**config.mk**
```make
export PLATFORM = sky130hd
export DESIGN_NAME = lidar_range_intensity_point_filter_flat
export DESIGN_NICKNAME = d
export VERILOG_FILES = /design/src/sv/lripf_pkg.sv /design/src/sv/lripf_req_if.sv /design/src/sv/lripf_rsp_if.sv /design/src/sv/lidar_range_intensity_point_filter.sv /design/src/flat_wrapper.sv
export SDC_FILE = /design/constraint.sdc
export NUM_CORES = 2
export LEC_CHECK = 0
export ABC_CLOCK_PERIOD_IN_PS = 11000
export BUFFER_PORTS_ARGS = -buffer_cell sky130_fd_sc_hd__buf_2
export CORE_UTILIZATION = 55
export DETAILED_ROUTE_END_ITERATION = 10
export PLACE_DENSITY_LB_ADDON = 0.25
export SETUP_SLACK_MARGIN = 0.1
export SYNTH_ARGS = -nofsm -noshare
export SYNTH_HDL_FRONTEND = slang
export SYNTH_SLANG_ARGS = --single-unit
```
**constraint.sdc**
```tcl
create_clock -name clock -period 11 [get_ports clock]
set_clock_uncertainty 0.15 [all_clocks]
set_input_delay 1.1 -clock clock [delete_from_list [all_inputs] [get_ports clock]]
set_output_delay 1.1 -clock clock [all_outputs]
set_load 0.01 [all_outputs]
```
**src/sv/lripf_pkg.sv**
```systemverilog
// Shared types, widths, register indexes and reset values for the lidar
// range and intensity point filter. No dependencies.
package lripf_pkg;

   // point coordinate width
   localparam int COORD_BITS = 24;
   localparam int SQ_BITS    = 2 * COORD_BITS;
   localparam int SUM_BITS   = SQ_BITS + 2;

   localparam int RANGE_BITS     = 20;
   localparam int THR_SQ_BITS    = 2 * RANGE_BITS;
   localparam int INT_BITS       = 16;
   localparam int INT_THR_BITS   = 17;
   localparam int MODE_BITS      = 5;
   localparam int FILL_BITS      = 24;
   localparam int CSR_DATA_BITS  = 24;
   localparam int CSR_INDEX_BITS = 3;
   localparam int CMP_BITS = (SUM_BITS > THR_SQ_BITS) ? SUM_BITS : THR_SQ_BITS;

   typedef logic signed [COORD_BITS-1:0]   coord_type;
   typedef logic        [COORD_BITS-1:0]   mag_type;
   typedef logic        [SQ_BITS-1:0]      sq_type;
   typedef logic        [SUM_BITS-1:0]     sum_type;
   typedef logic        [CMP_BITS-1:0]     cmp_type;
   typedef logic        [RANGE_BITS-1:0]   range_type;
   typedef logic        [THR_SQ_BITS-1:0]  thr_sq_type;
   typedef logic        [INT_BITS-1:0]     int_type;
   typedef logic        [INT_THR_BITS-1:0] int_thr_type;
   typedef logic        [MODE_BITS-1:0]    mode_type;
   typedef logic signed [FILL_BITS-1:0]    fill_type;
   typedef logic        [CSR_DATA_BITS-1:0]  csr_data_type;
   typedef logic        [CSR_INDEX_BITS-1:0] csr_index_type;

   // register indexes
   localparam csr_index_type CSR_RANGE_MIN     = 3'd0;
   localparam csr_index_type CSR_RANGE_MAX     = 3'd1;
   localparam csr_index_type CSR_INT_THRESHOLD = 3'd2;
   localparam csr_index_type CSR_INT_RANGE     = 3'd3;
   localparam csr_index_type CSR_MODE          = 3'd4;
   localparam csr_index_type CSR_INVALID_FILL  = 3'd5;

   // mode bit positions
   localparam int MODE_CLIP       = 0;
   localparam int MODE_INTENSITY  = 1;
   localparam int MODE_KEEP_CLOSE = 2;
   localparam int MODE_KEEP_FAR   = 3;
   localparam int MODE_KEEP_LOW   = 4;

   // reset values
   localparam range_type   RANGE_MIN_RST     = 20'd400;
   localparam range_type   RANGE_MAX_RST     = 20'd100000;
   localparam int_thr_type INT_THRESHOLD_RST = 17'd65536;
   localparam range_type   INT_RANGE_RST     = 20'd1048575;
   localparam mode_type    MODE_RST          = 5'd0;
   localparam fill_type    INVALID_FILL_RST  = 24'sh800000;

   localparam thr_sq_type RANGE_MIN_SQ_RST =
      THR_SQ_BITS'(RANGE_MIN_RST) * THR_SQ_BITS'(RANGE_MIN_RST);
   localparam thr_sq_type RANGE_MAX_SQ_RST =
      THR_SQ_BITS'(RANGE_MAX_RST) * THR_SQ_BITS'(RANGE_MAX_RST);
   localparam thr_sq_type INT_RANGE_SQ_RST =
      THR_SQ_BITS'(INT_RANGE_RST) * THR_SQ_BITS'(INT_RANGE_RST);

endpackage

```
**src/sv/lripf_req_if.sv**
```systemverilog
// Request channel of the lidar point filter: one point per request.
// Depends on lripf_pkg.
interface lripf_req_if;
   logic                valid;
   logic                ready;
   lripf_pkg::coord_type x_mm;
   lripf_pkg::coord_type y_mm;
   lripf_pkg::coord_type z_mm;
   lripf_pkg::range_type measured_range_mm;
   lripf_pkg::int_type   intensity;
   logic                has_range;
   logic                has_intensity;
   logic                last_point;

   modport source (
      output valid, x_mm, y_mm, z_mm, measured_range_mm, intensity,
             has_range, has_intensity, last_point,
      input  ready
   );
   modport sink (
      input  valid, x_mm, y_mm, z_mm, measured_range_mm, intensity,
             has_range, has_intensity, last_point,
      output ready
   );
endinterface

```
**src/sv/lripf_rsp_if.sv**
```systemverilog
// Result channel of the lidar point filter: one filtered point per request.
// Depends on lripf_pkg.
interface lripf_rsp_if;
   logic                valid;
   logic                ready;
   lripf_pkg::coord_type x_out;
   lripf_pkg::coord_type y_out;
   lripf_pkg::coord_type z_out;
   logic                too_close;
   logic                too_far;
   logic                low_intensity;
   logic                keep_removed;
   logic                last_out;

   modport source (
      output valid, x_out, y_out, z_out, too_close, too_far, low_intensity,
             keep_removed, last_out,
      input  ready
   );
   modport sink (
      input  valid, x_out, y_out, z_out, too_close, too_far, low_intensity,
             keep_removed, last_out,
      output ready
   );
endinterface

```
**src/sv/lidar_range_intensity_point_filter.sv**
```systemverilog
// Lidar range and intensity point filter: flags near, far and weak points
// and replaces their coordinates. Depends on lripf_pkg, lripf_req_if, lripf_rsp_if.
// Pipeline: two register stages; the squares are registered when the request is accepted,
// and the sum, compares and fill are registered into the result registers behind them.
// Throughput: one request per cycle; stalls only when the result is not taken.
// Reset: synchronous; clears both pipeline valids and reloads register defaults.
module lidar_range_intensity_point_filter (
   input  logic                       clock,
   input  logic                       reset,
   input  logic                       csr_wr_en,
   input  lripf_pkg::csr_index_type   csr_index,
   input  lripf_pkg::csr_data_type    csr_wdata,
   lripf_req_if.sink                  req_bus,
   lripf_rsp_if.source                rsp_bus
);

   // configuration registers
   lripf_pkg::range_type   range_min_ff, range_min_in;
   lripf_pkg::range_type   range_max_ff, range_max_in;
   lripf_pkg::int_thr_type int_thr_ff, int_thr_in;
   lripf_pkg::range_type   int_range_ff, int_range_in;
   lripf_pkg::mode_type    mode_ff, mode_in;
   lripf_pkg::fill_type    fill_ff, fill_in;
   lripf_pkg::thr_sq_type  range_min_sq_ff, range_min_sq_in;
   lripf_pkg::thr_sq_type  range_max_sq_ff, range_max_sq_in;
   lripf_pkg::thr_sq_type  int_range_sq_ff, int_range_sq_in;
   lripf_pkg::range_type   wr_range;
   lripf_pkg::thr_sq_type  wr_range_sq;

   assign wr_range    = csr_wdata[lripf_pkg::RANGE_BITS-1:0];
   assign wr_range_sq = lripf_pkg::thr_sq_type'(wr_range)
                      * lripf_pkg::thr_sq_type'(wr_range);

   always_comb begin
      range_min_in    = range_min_ff;
      range_max_in    = range_max_ff;
      int_thr_in      = int_thr_ff;
      int_range_in    = int_range_ff;
      mode_in         = mode_ff;
      fill_in         = fill_ff;
      range_min_sq_in = range_min_sq_ff;
      range_max_sq_in = range_max_sq_ff;
      int_range_sq_in = int_range_sq_ff;
      if (csr_wr_en) begin
         unique case (csr_index)
            lripf_pkg::CSR_RANGE_MIN: begin
               range_min_in    = wr_range;
               range_min_sq_in = wr_range_sq;
            end
            lripf_pkg::CSR_RANGE_MAX: begin
               range_max_in    = wr_range;
               range_max_sq_in = wr_range_sq;
            end
            lripf_pkg::CSR_INT_THRESHOLD: begin
               int_thr_in = csr_wdata[lripf_pkg::INT_THR_BITS-1:0];
            end
            lripf_pkg::CSR_INT_RANGE: begin
               int_range_in    = wr_range;
               int_range_sq_in = wr_range_sq;
            end
            lripf_pkg::CSR_MODE: begin
               mode_in = csr_wdata[lripf_pkg::MODE_BITS-1:0];
            end
            lripf_pkg::CSR_INVALID_FILL: begin
               fill_in = lripf_pkg::fill_type'(csr_wdata[lripf_pkg::FILL_BITS-1:0]);
            end
            default: begin
               // unknown index: drop the write
            end
         endcase
      end
   end

   always_ff @(posedge clock) begin
      if (reset) begin
         range_min_ff    <= lripf_pkg::RANGE_MIN_RST;
         range_max_ff    <= lripf_pkg::RANGE_MAX_RST;
         int_thr_ff      <= lripf_pkg::INT_THRESHOLD_RST;
         int_range_ff    <= lripf_pkg::INT_RANGE_RST;
         mode_ff         <= lripf_pkg::MODE_RST;
         fill_ff         <= lripf_pkg::INVALID_FILL_RST;
         range_min_sq_ff <= lripf_pkg::RANGE_MIN_SQ_RST;
         range_max_sq_ff <= lripf_pkg::RANGE_MAX_SQ_RST;
         int_range_sq_ff <= lripf_pkg::INT_RANGE_SQ_RST;
      end else begin
         range_min_ff    <= range_min_in;
         range_max_ff    <= range_max_in;
         int_thr_ff      <= int_thr_in;
         int_range_ff    <= int_range_in;
         mode_ff         <= mode_in;
         fill_ff         <= fill_in;
         range_min_sq_ff <= range_min_sq_in;
         range_max_sq_ff <= range_max_sq_in;
         int_range_sq_ff <= int_range_sq_in;
      end
   end

   // pipeline control
   logic s1_vld_ff, s1_vld_in;
   logic out_vld_ff, out_vld_in;
   logic out_adv, s1_adv, req_acc;

   assign out_adv       = !out_vld_ff || rsp_bus.ready;
   assign s1_adv        = !s1_vld_ff || out_adv;
   assign req_bus.ready = s1_adv;
   assign req_acc       = req_bus.valid && s1_adv;
   assign s1_vld_in     = s1_adv ? req_bus.valid : s1_vld_ff;
   assign out_vld_in    = out_adv ? s1_vld_ff : out_vld_ff;

   always_ff @(posedge clock) begin
      if (reset) begin
         s1_vld_ff  <= 1'b0;
         out_vld_ff <= 1'b0;
      end else begin
         s1_vld_ff  <= s1_vld_in;
         out_vld_ff <= out_vld_in;
      end
   end

   // stage 1: coordinate magnitudes squared
   lripf_pkg::mag_type mag_x, mag_y, mag_z;
   lripf_pkg::mag_type raw_x, raw_y, raw_z;
   lripf_pkg::sq_type  sq_x_in, sq_y_in, sq_z_in;
   lripf_pkg::sq_type  sq_x_ff, sq_y_ff, sq_z_ff;
   lripf_pkg::coord_type x_ff, y_ff, z_ff;
   lripf_pkg::range_type meas_ff;
   lripf_pkg::int_type   inten_ff;
   logic has_range_ff, has_int_ff, last_ff;

   assign raw_x = lripf_pkg::mag_type'(req_bus.x_mm);
   assign raw_y = lripf_pkg::mag_type'(req_bus.y_mm);
   assign raw_z = lripf_pkg::mag_type'(req_bus.z_mm);
   assign mag_x = raw_x[lripf_pkg::COORD_BITS-1] ? (~raw_x + lripf_pkg::mag_type'(1)) : raw_x;
   assign mag_y = raw_y[lripf_pkg::COORD_BITS-1] ? (~raw_y + lripf_pkg::mag_type'(1)) : raw_y;
   assign mag_z = raw_z[lripf_pkg::COORD_BITS-1] ? (~raw_z + lripf_pkg::mag_type'(1)) : raw_z;
   assign sq_x_in = lripf_pkg::sq_type'(mag_x) * lripf_pkg::sq_type'(mag_x);
   assign sq_y_in = lripf_pkg::sq_type'(mag_y) * lripf_pkg::sq_type'(mag_y);
   assign sq_z_in = lripf_pkg::sq_type'(mag_z) * lripf_pkg::sq_type'(mag_z);

   always_ff @(posedge clock) begin
      if (req_acc) begin
         sq_x_ff      <= sq_x_in;
         sq_y_ff      <= sq_y_in;
         sq_z_ff      <= sq_z_in;
         x_ff         <= req_bus.x_mm;
         y_ff         <= req_bus.y_mm;
         z_ff         <= req_bus.z_mm;
         meas_ff      <= req_bus.measured_range_mm;
         inten_ff     <= req_bus.intensity;
         has_range_ff <= req_bus.has_range;
         has_int_ff   <= req_bus.has_intensity;
         last_ff      <= req_bus.last_point;
      end
   end

   // stage 2: squared norm, compares and fill
   lripf_pkg::sum_type   norm_sq;
   lripf_pkg::cmp_type   norm_cmp;
   lripf_pkg::coord_type fill_coord;
   logic clip_on, int_on, near_int;
   logic close_in, far_in, low_in, keep_in, removed;
   lripf_pkg::coord_type x_out_in, y_out_in, z_out_in;

   assign norm_sq = lripf_pkg::sum_type'(sq_x_ff) + lripf_pkg::sum_type'(sq_y_ff)
                  + lripf_pkg::sum_type'(sq_z_ff);
   assign norm_cmp   = lripf_pkg::cmp_type'(norm_sq);
   assign fill_coord = lripf_pkg::coord_type'(fill_ff);
   assign clip_on    = mode_ff[lripf_pkg::MODE_CLIP];
   assign int_on     = mode_ff[lripf_pkg::MODE_INTENSITY] && has_int_ff;

   always_comb begin
      if (has_range_ff) begin
         close_in = clip_on && (meas_ff < range_min_ff);
         far_in   = clip_on && (meas_ff > range_max_ff);
         near_int = meas_ff < int_range_ff;
      end else begin
         close_in = clip_on && (norm_cmp < lripf_pkg::cmp_type'(range_min_sq_ff));
         far_in   = clip_on && (norm_cmp > lripf_pkg::cmp_type'(range_max_sq_ff));
         near_int = norm_cmp < lripf_pkg::cmp_type'(int_range_sq_ff);
      end
      low_in  = int_on && near_int
             && (lripf_pkg::int_thr_type'(inten_ff) < int_thr_ff);
      keep_in = (close_in && mode_ff[lripf_pkg::MODE_KEEP_CLOSE])
             || (far_in && mode_ff[lripf_pkg::MODE_KEEP_FAR])
             || (low_in && mode_ff[lripf_pkg::MODE_KEEP_LOW]);
      removed  = close_in || far_in || low_in;
      x_out_in = removed ? fill_coord : x_ff;
      y_out_in = removed ? fill_coord : y_ff;
      z_out_in = removed ? fill_coord : z_ff;
   end

   lripf_pkg::coord_type x_out_ff, y_out_ff, z_out_ff;
   logic close_ff, far_ff, low_ff, keep_ff, last_out_ff;

   always_ff @(posedge clock) begin
      if (out_adv && s1_vld_ff) begin
         x_out_ff    <= x_out_in;
         y_out_ff    <= y_out_in;
         z_out_ff    <= z_out_in;
         close_ff    <= close_in;
         far_ff      <= far_in;
         low_ff      <= low_in;
         keep_ff     <= keep_in;
         last_out_ff <= last_ff;
      end
   end

   assign rsp_bus.valid         = out_vld_ff;
   assign rsp_bus.x_out         = x_out_ff;
   assign rsp_bus.y_out         = y_out_ff;
   assign rsp_bus.z_out         = z_out_ff;
   assign rsp_bus.too_close     = close_ff;
   assign rsp_bus.too_far       = far_ff;
   assign rsp_bus.low_intensity = low_ff;
   assign rsp_bus.keep_removed  = keep_ff;
   assign rsp_bus.last_out      = last_out_ff;

   // a flagged point carries the fill in every coordinate
   a_fill_on_flag: assert property (@(posedge clock) disable iff (reset)
      (rsp_bus.valid && (rsp_bus.too_close || rsp_bus.too_far || rsp_bus.low_intensity))
      |-> (rsp_bus.x_out == fill_coord && rsp_bus.y_out == fill_coord
           && rsp_bus.z_out == fill_coord))
      else $error("removed point without fill coordinates");

   a_keep_needs_flag: assert property (@(posedge clock) disable iff (reset)
      (rsp_bus.valid && rsp_bus.keep_removed)
      |-> (rsp_bus.too_close || rsp_bus.too_far || rsp_bus.low_intensity))
      else $error("keep_removed set on a point that was not removed");

   a_clip_off: assert property (@(posedge clock) disable iff (reset)
      (rsp_bus.valid && !mode_ff[lripf_pkg::MODE_CLIP])
      |-> (!rsp_bus.too_close && !rsp_bus.too_far))
      else $error("range flag set with range clip disabled");

   // a stalled result must not let the middle stage drop its request
   a_stage_hold: assert property (@(posedge clock) disable iff (reset)
      (s1_vld_ff && rsp_bus.valid && !rsp_bus.ready) |=> s1_vld_ff)
      else $error("stage 1 request lost under result stall");

endmodule
```
**src/flat_wrapper.sv**
```systemverilog
// flat-port wrapper written by rule: the top's interface ports become plain ports
module lidar_range_intensity_point_filter_flat 
  (clock, reset, csr_wr_en, csr_index, csr_wdata, req_bus_valid, req_bus_x_mm, req_bus_y_mm, req_bus_z_mm, req_bus_measured_range_mm, req_bus_intensity, req_bus_has_range, req_bus_has_intensity, req_bus_last_point, req_bus_ready, rsp_bus_valid, rsp_bus_x_out, rsp_bus_y_out, rsp_bus_z_out, rsp_bus_too_close, rsp_bus_too_far, rsp_bus_low_intensity, rsp_bus_keep_removed, rsp_bus_last_out, rsp_bus_ready);
  lripf_req_if req_bus_i ();
  lripf_rsp_if rsp_bus_i ();
  input  logic clock;
  input  logic reset;
  input  logic csr_wr_en;
  input  lripf_pkg::csr_index_type csr_index;
  input  lripf_pkg::csr_data_type csr_wdata;
  input wire logic [$bits(req_bus_i.valid)-1:0] req_bus_valid;
  input wire logic [$bits(req_bus_i.x_mm)-1:0] req_bus_x_mm;
  input wire logic [$bits(req_bus_i.y_mm)-1:0] req_bus_y_mm;
  input wire logic [$bits(req_bus_i.z_mm)-1:0] req_bus_z_mm;
  input wire logic [$bits(req_bus_i.measured_range_mm)-1:0] req_bus_measured_range_mm;
  input wire logic [$bits(req_bus_i.intensity)-1:0] req_bus_intensity;
  input wire logic [$bits(req_bus_i.has_range)-1:0] req_bus_has_range;
  input wire logic [$bits(req_bus_i.has_intensity)-1:0] req_bus_has_intensity;
  input wire logic [$bits(req_bus_i.last_point)-1:0] req_bus_last_point;
  output wire logic [$bits(req_bus_i.ready)-1:0] req_bus_ready;
  output wire logic [$bits(rsp_bus_i.valid)-1:0] rsp_bus_valid;
  output wire logic [$bits(rsp_bus_i.x_out)-1:0] rsp_bus_x_out;
  output wire logic [$bits(rsp_bus_i.y_out)-1:0] rsp_bus_y_out;
  output wire logic [$bits(rsp_bus_i.z_out)-1:0] rsp_bus_z_out;
  output wire logic [$bits(rsp_bus_i.too_close)-1:0] rsp_bus_too_close;
  output wire logic [$bits(rsp_bus_i.too_far)-1:0] rsp_bus_too_far;
  output wire logic [$bits(rsp_bus_i.low_intensity)-1:0] rsp_bus_low_intensity;
  output wire logic [$bits(rsp_bus_i.keep_removed)-1:0] rsp_bus_keep_removed;
  output wire logic [$bits(rsp_bus_i.last_out)-1:0] rsp_bus_last_out;
  input wire logic [$bits(rsp_bus_i.ready)-1:0] rsp_bus_ready;
  assign req_bus_i.valid = req_bus_valid;
  assign req_bus_i.x_mm = req_bus_x_mm;
  assign req_bus_i.y_mm = req_bus_y_mm;
  assign req_bus_i.z_mm = req_bus_z_mm;
  assign req_bus_i.measured_range_mm = req_bus_measured_range_mm;
  assign req_bus_i.intensity = req_bus_intensity;
  assign req_bus_i.has_range = req_bus_has_range;
  assign req_bus_i.has_intensity = req_bus_has_intensity;
  assign req_bus_i.last_point = req_bus_last_point;
  assign req_bus_ready = req_bus_i.ready;
  assign rsp_bus_valid = rsp_bus_i.valid;
  assign rsp_bus_x_out = rsp_bus_i.x_out;
  assign rsp_bus_y_out = rsp_bus_i.y_out;
  assign rsp_bus_z_out = rsp_bus_i.z_out;
  assign rsp_bus_too_close = rsp_bus_i.too_close;
  assign rsp_bus_too_far = rsp_bus_i.too_far;
  assign rsp_bus_low_intensity = rsp_bus_i.low_intensity;
  assign rsp_bus_keep_removed = rsp_bus_i.keep_removed;
  assign rsp_bus_last_out = rsp_bus_i.last_out;
  assign rsp_bus_i.ready = rsp_bus_ready;
  lidar_range_intensity_point_filter u_core (.clock(clock), .reset(reset), .csr_wr_en(csr_wr_en), .csr_index(csr_index), .csr_wdata(csr_wdata), .req_bus(req_bus_i), .rsp_bus(rsp_bus_i));
endmodule
```
==> metrics.md <==
| Metric | Value |
|---|---|
| Fillers | `13672` |
| R2R depth | `28` |
| I/O pin total | `around 220` |
| Worst slew margin | `about a quarter` |
| RR Startpoint | `u_core.sq_y_ff[12]` |
| WHS | `290.9 ps` |
| Adder-Cell Fraction of Synth Area | `48.94%` |
| Total CTS buffers | `60` |
| Number of flops mapped to enable cells by yosys | `~330` |
| Min-delay worst type | `flip-flop to flip-flop` |
| Achievable Freq | `0.09579 GHz` |
| Vias in the first global route | `between 60000 and 70000` |
| Die height | `400.9 um` |
| Syn Inst Count | `9306` |
| Sequential cell area | `14230 sq um` |
| Register area share after synthesis | `16.26%` |
| Drt pass-1 iters | `7` |
| Clk_lat worst skew | `about 700 ps` |
| Share of post-route cells with drive strength above 1 | `6.699%` |
| Hold Vio Cnt, Final | `0` |
| Tot GR Track Use | `31.58%` |
| Port buffer count | `~220` |
| Critical Path Most Common Cell | `fa_1` |
| CP max stage delay | `~550 ps` |
| H-tree lvl count | `2` |
| Yosys cell types | `88` |
| Most common cell after layout, fill and taps aside | `inv_1` |
| Synth warn | `0` |
| Multiplexer area fraction after synthesis | `about 1.4%` |
| Worst setup EP type | `flip-flop` |
| Syn_area_per_cell | `9.407 sq um` |
| Worst-path clk slew | `60 ps` |
| Post-route DRC | `0` |
| WP data required | `11280 ps` |
| Starting density of the core | `55.33%` |
| Layout net count | `12213` |
| Compound-Gate Fraction of Synth Area | `8.446%` |
| CP max FO | `4` |
| Antenna violations before repair | `14` |
| Max stage delay cell, worst path | `fa_1` |
| Die ar. | `between 150000 and 200000 sq um` |
| Starting DRT DRC Count | `roughly 4700` |
| Final wirelength | `248.8 mm` |
| Main flop type after synthesis | `edfxtp_1` |
| Clock Sinks | `~550` |
| Setup-failing EPs final | `0` |
| Synthesis-stage register bit count | `548` |
| P&R area growth vs syn | `7.388%` |
| Post-layout min period | `between 10000 and 15000 ps` |
| Reg2reg setup slack | `1280 ps` |
| CP arrival | `10720 ps` |
| Cell Area, Synth | `87540 sq um` |
| Unrepaired setup endpoints after global routing | `no` |
| Hold Path End | `u_core.rsp_bus.last_out` |
| DRT antenna net count | `0` |
| Commonest cells after routing, fill and taps aside | `inv_1 (2356), fa_1 (1553), nand2_1 (998)` |
| Ys async rst share | `0%` |
| Multi-input gate area in the final layout | `63520 sq um` |
| Die width | `400.9 um` |
| CP Launch Type | `input pin` |
| # Post-CTS Setup Buffers | `0` |
| Status | `finished clean` |
| Pin count of the biggest net entering global routing | `156` |
| Gpl congestion | `around 1` |
| Crit path kind | `input pin to flip-flop` |
| # rows | `146` |
| Max-cap violation count | `0` |
| Clk root buf | `clkbuf_16` |
| Slew at the pin with the worst max-slew slack | `1140 ps` |
| TritonCTS clock tree | `built` |
| Avg WL per Cell | `21.26 um` |
| First-pass GRT wire length | `388.2 mm` |
| Reg-to-reg endpoint | `u_core.rsp_bus.z_out[14]` |
| Simple-gate portion of the synthesized area | `approximately 10%` |
| Post-synthesis xor/xnor area fraction | `3.312%` |
| Worst hold stages | `0` |
| Largest family of logic cells by synthesized area | `adder cells` |
| Core footprint | `158200 sq um` |
| Slew Viols, Final | `0` |
| Routed vias | `64841` |
| GRT overflow | `0` |
| Post-DP HPWL | `207.1 mm` |
| Final Cycle Share | `between 90% and 100%` |
| Vias per cell | `approximately 5.5` |
| Hold path start | `u_core.last_ff` |
| Bufs on Longest Clock Path | `3` |
-- synth_stat cells, types with 9 or more instances --
library cell | count | area, sq um
a31o_2 | 10 | 87.58
nor4_1 | 11 | 68.82
o21bai_1 | 30 | 225.2
mux2_4 | 70 | 1051
or2_2 | 12 | 75.07
and2_1 | 112 | 700.7
a21o_1 | 194 | 1456
nand2_1 | 1000 | 3754
o2111ai_1 | 9 | 78.83
buf_2 | 11 | 55.05
o21ai_0 | 145 | 725.7
clkbuf_1 | 226 | 848.3
nand3_1 | 65 | 325.3
o21ai_1 | 15 | 75.07
o21a_1 | 51 | 382.9
nor2b_1 | 51 | 319.1
o41ai_1 | 12 | 105.1
o31ai_1 | 23 | 172.7
edfxtp_1 | 326 | 9789
nor2_1 | 551 | 2068
nor3_1 | 49 | 245.2
inv_2 | 11 | 41.29
dfxtp_1 | 222 | 4444
fa_1 | 1553 | 31090
mux2i_1 | 9 | 90.09
a21oi_1 | 431 | 2157
or4_1 | 15 | 112.6
o211ai_1 | 76 | 570.6
xnor2_1 | 204 | 1787
buf_1 | 15 | 56.30
nand2b_1 | 44 | 275.3
and4_1 | 9 | 78.83
a211oi_1 | 38 | 285.3
and3_1 | 35 | 219.0
a21boi_0 | 15 | 112.6
xor2_1 | 127 | 1112
inv_1 | 2356 | 8843
nand4_1 | 55 | 344.1
a31oi_1 | 23 | 143.9
ha_1 | 939 | 11750
or3_1 | 15 | 93.84
-- critical path, delay by kind of cell --
kind	cells	cell delay, ps
AND/OR/NAND/NOR	9	2220
XOR/XNOR	2	270
adder cells (fa/ha/maj)	8	3710
AO/OA/AOI/OAI	11	2760
buffers and inverters	8	650
-- layer usage --
metal / vias to the layer above / wire length [um] / GRT usage (%) / share of wire, %
met2: 2387 / 115700 / 51.67 / 46
met4: 14 / 12940 / 13.38 / 5.2
li1: 29311 / - / - / -
met5: - / 93 / 0 / 0.037
met1: 32594 / 99790 / 40.89 / 40
met3: 535 / 20350 / 6.361 / 8.2
-- how the worst max path moves through the flow --
stage / from / slack (ps) / end
2_1_floorplan: req_bus_x_mm[10] / 380 / u_core.sq_x_ff[46]
3_3_place_gp: req_bus_z_mm[9] / -0.6 / u_core.sq_z_ff[44]
3_5_place_dp: req_bus_z_mm[10] / -60 / u_core.sq_z_ff[44]
4_1_cts: req_bus_z_mm[10] / 630 / u_core.sq_z_ff[44]
5_1_grt: req_bus_z_mm[10] / 140 / u_core.sq_z_ff[44]
6_report: req_bus_z_mm[10] / 560 / u_core.sq_z_ff[44]
-- per-stage QoR --
step	utilization, %	area, sq um	setup WS, ps	setup TNS (ps)	cells
global route	59.41	93990	141.7	0	11700
finish	59.42	94010	560.0	0	11706
global placement	58.09	91890	-0.5622	-0.5622	11588
floorplan	-	87720	384.9	0	9355
detailed placement	58.09	91890	-63.74	-172.4	11588
CTS	59.40	93980	627.8	0	11700
-- cells by family after synthesis --
group	after synthesis
AO/OA/AOI/OAI	1161
XOR/XNOR	331
adder cells (fa/ha/maj)	2492
buffers and inverters	2634
flip-flops	548
multiplexers	84
other	2
AND/OR/NAND/NOR	2054
-- what timing repair did --
action                                  CTS  global route
gates resized for setup                   0             3
hold buffers                              0             0
endpoints found under the setup margin    0             2
-- sequential cells by signal, summed over array words and instances (netlist names), 38 cells and up --
name / flops
u_core.int_range_sq_ff: 39
u_core.range_max_sq_ff: 38
u_core.range_min_sq_ff: 38
u_core.sq_x_ff: 46
u_core.sq_y_ff: 46
u_core.sq_z_ff: 46
-- layout make-up --
type	instances	share of cell area, %
inverter	2374	9.479
tap	2072	2.758
sequential	548	15.14
timing repair buffer	421	2.820
clock inverter	29	0.4166
antenna	6	0.01597
clock buffer	83	1.799
multi-input combinational	6173	67.57
Power is left out: the tool's default activity adds up to more than one toggle a clock period on the data nets, which glitch-free logic cannot reach.
